### config.mk
export PLATFORM = sky130hd
export DESIGN_NAME = qvr_mul
export DESIGN_NICKNAME = d
export VERILOG_FILES = /design/src/design/qvr_pkg.sv /design/src/design/qvr_mul.sv
export SDC_FILE = /design/constraint.sdc
export NUM_CORES = 2
export LEC_CHECK = 0
export BUFFER_PORTS_ARGS = -buffer_cell sky130_fd_sc_hd__buf_2
export CAP_MARGIN = 20
export CORE_ASPECT_RATIO = 1.75
export CORE_MARGIN = 4
export CORE_UTILIZATION = 25
export CTS_CLUSTER_DIAMETER = 60
export DETAILED_ROUTE_END_ITERATION = 7
export PLACE_DENSITY = 0.42
export SLEW_MARGIN = 20
export SYNTH_ARGS = -nofsm -noshare
export SYNTH_HDL_FRONTEND = slang
export SYNTH_SLANG_ARGS = --single-unit
### constraint.sdc
create_clock -name clk -period 7.9 [get_ports clk]
set_input_delay 0 -clock clk [delete_from_list [all_inputs] [get_ports clk]]
set_output_delay 0 -clock clk [all_outputs]
set_load 0.02 [all_outputs]
### src/design/qvr_pkg.sv
// shared constants for the quaternion vector rotation block
// no dependencies
package qvr_pkg;

  // default width of every data field
  localparam int DATA_WIDTH_DEF = 32;

  // operand slice width of the pipelined multiplier
  localparam int MUL_CHUNK = 32;

endpackage

### src/design/qvr_mul.sv
// two-stage signed multiplier built from slice partial products
// depends on qvr_pkg for the slice width
module qvr_mul #(
  parameter int AW = qvr_pkg::DATA_WIDTH_DEF,
  parameter int BW = qvr_pkg::DATA_WIDTH_DEF
) (
  input  logic                    clk,
  input  logic                    en,
  input  logic signed [AW-1:0]    a,
  input  logic signed [BW-1:0]    b,
  output logic signed [AW+BW-1:0] p
);
  import qvr_pkg::*;

  localparam int CH  = MUL_CHUNK;
  localparam int NA  = (AW + CH - 1) / CH;
  localparam int NB  = (BW + CH - 1) / CH;
  localparam int XA  = NA * CH;
  localparam int XB  = NB * CH;
  localparam int SW  = XA + XB + 2;
  localparam int PPW = 2 * CH + 2;

  logic signed [XA-1:0]  ax;
  logic signed [XB-1:0]  bx;
  logic signed [PPW-1:0] pp [NA*NB];
  logic signed [SW-1:0]  acc;

  assign ax = XA'(a);
  assign bx = XB'(b);

  // low slices are unsigned, the top slice carries the sign
  for (genvar i = 0; i < NA; i++) begin : g_a
    for (genvar j = 0; j < NB; j++) begin : g_b
      logic signed [CH:0] ac;
      logic signed [CH:0] bc;
      if (i == NA - 1) begin : g_as
        assign ac = $signed({ax[XA-1], ax[i*CH +: CH]});
      end else begin : g_au
        assign ac = $signed({1'b0, ax[i*CH +: CH]});
      end
      if (j == NB - 1) begin : g_bs
        assign bc = $signed({bx[XB-1], bx[j*CH +: CH]});
      end else begin : g_bu
        assign bc = $signed({1'b0, bx[j*CH +: CH]});
      end
      always_ff @(posedge clk) begin
        if (en) pp[i*NB+j] <= ac * bc;
      end
    end
  end

  always_comb begin
    acc = '0;
    for (int i = 0; i < NA; i++) begin
      for (int j = 0; j < NB; j++) begin
        acc = acc + (SW'(pp[i*NB+j]) <<< (CH * (i + j)));
      end
    end
  end

  always_ff @(posedge clk) begin
    if (en) p <= acc[AW+BW-1:0];
  end

endmodule

==> run summary <==
=======================================================================================
Biggest area contributors in the synthesized netlist                       sky130_fd_sc_hd__fa_1 (54%), sky130_fd_sc_hd__edfxtp_1 (9.6%), sky130_fd_sc_hd__inv_1 (8.9%)
Library cell with the highest instance count after synthesis               sky130_fd_sc_hd__fa_1
Mapped Nets                                                                        5324
Clock root buffer                                                          sky130_fd_sc_hd__clkbuf_16
Wirelength per Cell                                                             21.1 um
Number of flops mapped to enable cells by yosys                                     128
Share of the synthesized area in the top cell type                                0.543
Detailed placement HPWL                                                       116000 um
Largest net degree at the start of global routing                                    69
Final-report hold violation count                                                     0
IO Pins                                                                             130
Inserted Clock Buffers                                                               17
Maximum fanout encountered on the critical timing path                               15
Top post-synthesis cells by count                                          sky130_fd_sc_hd__fa_1 (1082), sky130_fd_sc_hd__inv_1 (947), sky130_fd_sc_hd__nand2_1 (521)
Number of optimization iterations in the first detailed-route pass                    5
RSZ-0062 raised after global routing                                              false
Area added between synthesis and finish                                           11.3%
Post-placement cell area                                                    43800 sq um
Critical path startpoint category                                             input pin
# setup viols final                                                                   0
Worst slew slack as a fraction of its limit                                       0.405
Total non-filler cell area in the finished layout                           44400 sq um
Via count of the first global-routing pass                                        31700
Arrival time worst endpoint                                                     7.70 ns
Sort of element at the end of the critical path                                    flop
Number of violations reported at the end of detailed-routing iteration 0           1008
TNS Setup                                                                          0 ns
Post-synthesis sequential element count                                             128
Largest buffer count on any clock path                                                2
Clock latency of the later-clocked register in the worst-skew pair              0.43 ns
Mapped Area                                                                 39900 sq um
Site Rows                                                                           193
Clock-pin slew on the worst setup and hold paths                                0.06 ns
Biggest area consumer among synthesized cells                              sky130_fd_sc_hd__fa_1
Hold path cells                                                                       1
Filler cell count in the final layout                                             16900
Total routed wirelength                                                       130000 um
H-tree Lvls                                                                           4
Number of buffers inserted by hold repair at cts                                      0
Number of antenna-violating nets in the routed design                                 0
Setup clock skew after layout                                                0.00743 ns
Most instantiated flip-flop cell in the synthesis netlist                  sky130_fd_sc_hd__edfxtp_1
First-pass GRT wire length                                                    195000 um
Worst-case reg-to-reg path depth                                                      0
Crit share post-route                                                             0.945
Sequential element share of the synthesized area                                 0.0964
Setup slack of the critical path after layout                                  0.433 ns
Post-synthesis average cell area                                             9.99 sq um
Min Tclk post-route                                                             7.47 ns
Total overflow reported by the global router                                          0
Horiz. Die Dim                                                                   310 um
Count of maximum capacitance violations                                               0
Share of final-layout standard cells stronger than drive strength 1              0.0846
GRT Total Usage                                                                   0.160
Number of cells upsized or downsized after cts                                        0
Setup Crit Path Kind                                                       input pin to flop
DRC violation count after routing                                                     0
Number of post-CTS setup repair buffers                                               0
Detailed-route via count                                                          27000
Synth async-reset ratio                                                               0
Run status                                                                    completed
Number of port buffers                                                              129
Slew Limit Fails                                                                      0
Die Ht                                                                           536 um
Starting density of the core                                                      0.252
CORE AREA                                                                  158000 sq um
Clock tree from TritonCTS                                                         built
Transition time of the tightest slew-check pin                                 0.893 ns
Number of standard cells after synthesis                                           3992
Crit path required time                                                         8.13 ns
Clock Sinks                                                                         128
Nets                                                                               5446
Warning count from the yosys run                                                      0
Routed via count divided by cell count                                             4.36
Highest attainable clock frequency                                              134 MHz
Hold/Removal Path Class                                                    input pin to flop
Total Die Area                                                             166000 sq um
Count of cell types in the netlist                                                   50
Gp weighted congestion                                                            0.822
Initial antenna violation count                                                      10
Place WS                                                                     -0.0135 ns
=======================================================================================
[flip-flops by register name, summed over array words and instances (netlist names)]
name and cells:
pp 64, acc 1, p 63
[critical path, cell delays in order]
cell and delay [ns]:
sky130_fd_sc_hd__buf_2 0.37, sky130_fd_sc_hd__buf_4 0.31, sky130_fd_sc_hd__nand2_1 0.10, sky130_fd_sc_hd__fa_1 0.50, sky130_fd_sc_hd__fa_1 0.55, sky130_fd_sc_hd__inv_1 0.05
sky130_fd_sc_hd__fa_1 0.52, sky130_fd_sc_hd__fa_1 0.55, sky130_fd_sc_hd__fa_1 0.70, sky130_fd_sc_hd__fa_1 0.49, sky130_fd_sc_hd__fa_1 0.51, sky130_fd_sc_hd__fa_1 0.42
sky130_fd_sc_hd__ha_1 0.44, sky130_fd_sc_hd__nand4_1 0.17, sky130_fd_sc_hd__or3_1 0.37, sky130_fd_sc_hd__nor4_1 0.23, sky130_fd_sc_hd__o21ai_1 0.16, sky130_fd_sc_hd__a21boi_1 0.33
sky130_fd_sc_hd__a221o_1 0.29, sky130_fd_sc_hd__a31oi_1 0.13, sky130_fd_sc_hd__buf_4 0.16, sky130_fd_sc_hd__a311oi_1 0.30
[final cells by class]
cell class,instances,area [sq um],share of cell area
Multi-Input combinational cell,2708,31700,0.714
Clock inverter,14,188,0.00423
Timing Repair Buffer,312,2110,0.0476
Antenna cell,5,12.5,0.000282
Tap cell,2047,2560,0.0577
Inverter,947,3550,0.0801
Clock buffer,18,429,0.00967
Sequential cell,128,3840,0.0866
[cells in the final DEF (no fill, tap or decap), types with 4 or more instances in the layout]
master / instances
sky130_fd_sc_hd__a211oi_1: 5
sky130_fd_sc_hd__a21o_1: 23
sky130_fd_sc_hd__a21oi_1: 73
sky130_fd_sc_hd__a31oi_1: 5
sky130_fd_sc_hd__and2_1: 519
sky130_fd_sc_hd__and3_1: 4
sky130_fd_sc_hd__buf_12: 7
sky130_fd_sc_hd__buf_2: 128
sky130_fd_sc_hd__buf_4: 176
sky130_fd_sc_hd__bufinv_16: 4
sky130_fd_sc_hd__clkbuf_16: 17
sky130_fd_sc_hd__diode_2: 5
sky130_fd_sc_hd__edfxtp_1: 128
sky130_fd_sc_hd__fa_1: 1082
sky130_fd_sc_hd__ha_1: 184
sky130_fd_sc_hd__inv_1: 947
sky130_fd_sc_hd__nand2_1: 521
sky130_fd_sc_hd__nand2b_1: 13
sky130_fd_sc_hd__nand3_1: 13
sky130_fd_sc_hd__nand4_1: 10
sky130_fd_sc_hd__nor2_1: 58
sky130_fd_sc_hd__nor2b_1: 4
sky130_fd_sc_hd__nor3_1: 10
sky130_fd_sc_hd__nor4_1: 4
sky130_fd_sc_hd__o211ai_1: 5
sky130_fd_sc_hd__o21a_1: 7
sky130_fd_sc_hd__o21ai_0: 39
sky130_fd_sc_hd__o21ai_1: 7
sky130_fd_sc_hd__o21bai_1: 12
sky130_fd_sc_hd__xnor2_1: 52
sky130_fd_sc_hd__xor2_1: 19
[worst paths after layout]
kind	from	endpoint	slack, ns
worst max register to register	pp[0][53]	p[53]	7.19
worst max-delay path	a[16]	pp[0][62]	0.43
worst min register to register	pp[0][20]	p[20]	0.41
worst min-delay path	en	pp[0][51]	0.04
[per-layer routing]
metal	up-vias	part of all wire	global-route usage
met5	-	0.00045	0
met3	211	0.016	0.0107
met1	14600	0.29	0.142
met4	8	0.066	0.0843
li1	11700	-	-
met2	446	0.62	0.346
[stage by stage]
stage	utilization	hold WS, ns	std cells
after floorplan	-	0.112	3992
after global placement	0.276	0.402	6142
after detailed placement	0.276	0.405	6142
after CTS	0.280	0.0568	6174
after global routing	0.280	0.0549	6174
final	0.280	0.0431	6179
[kinds of logic after synthesis]
family / synth area share
AND/OR/NAND/NOR: 0.146
XOR/XNOR: 0.0156
AO/OA/AOI/OAI: 0.0322
adder cells (fa/ha/maj): 0.601
flip-flops: 0.0964
buffers and inverters: 0.109
Power is left out: the tool's default activity adds up to more than one toggle a clock period on the data nets, which glitch-free logic cannot reach.
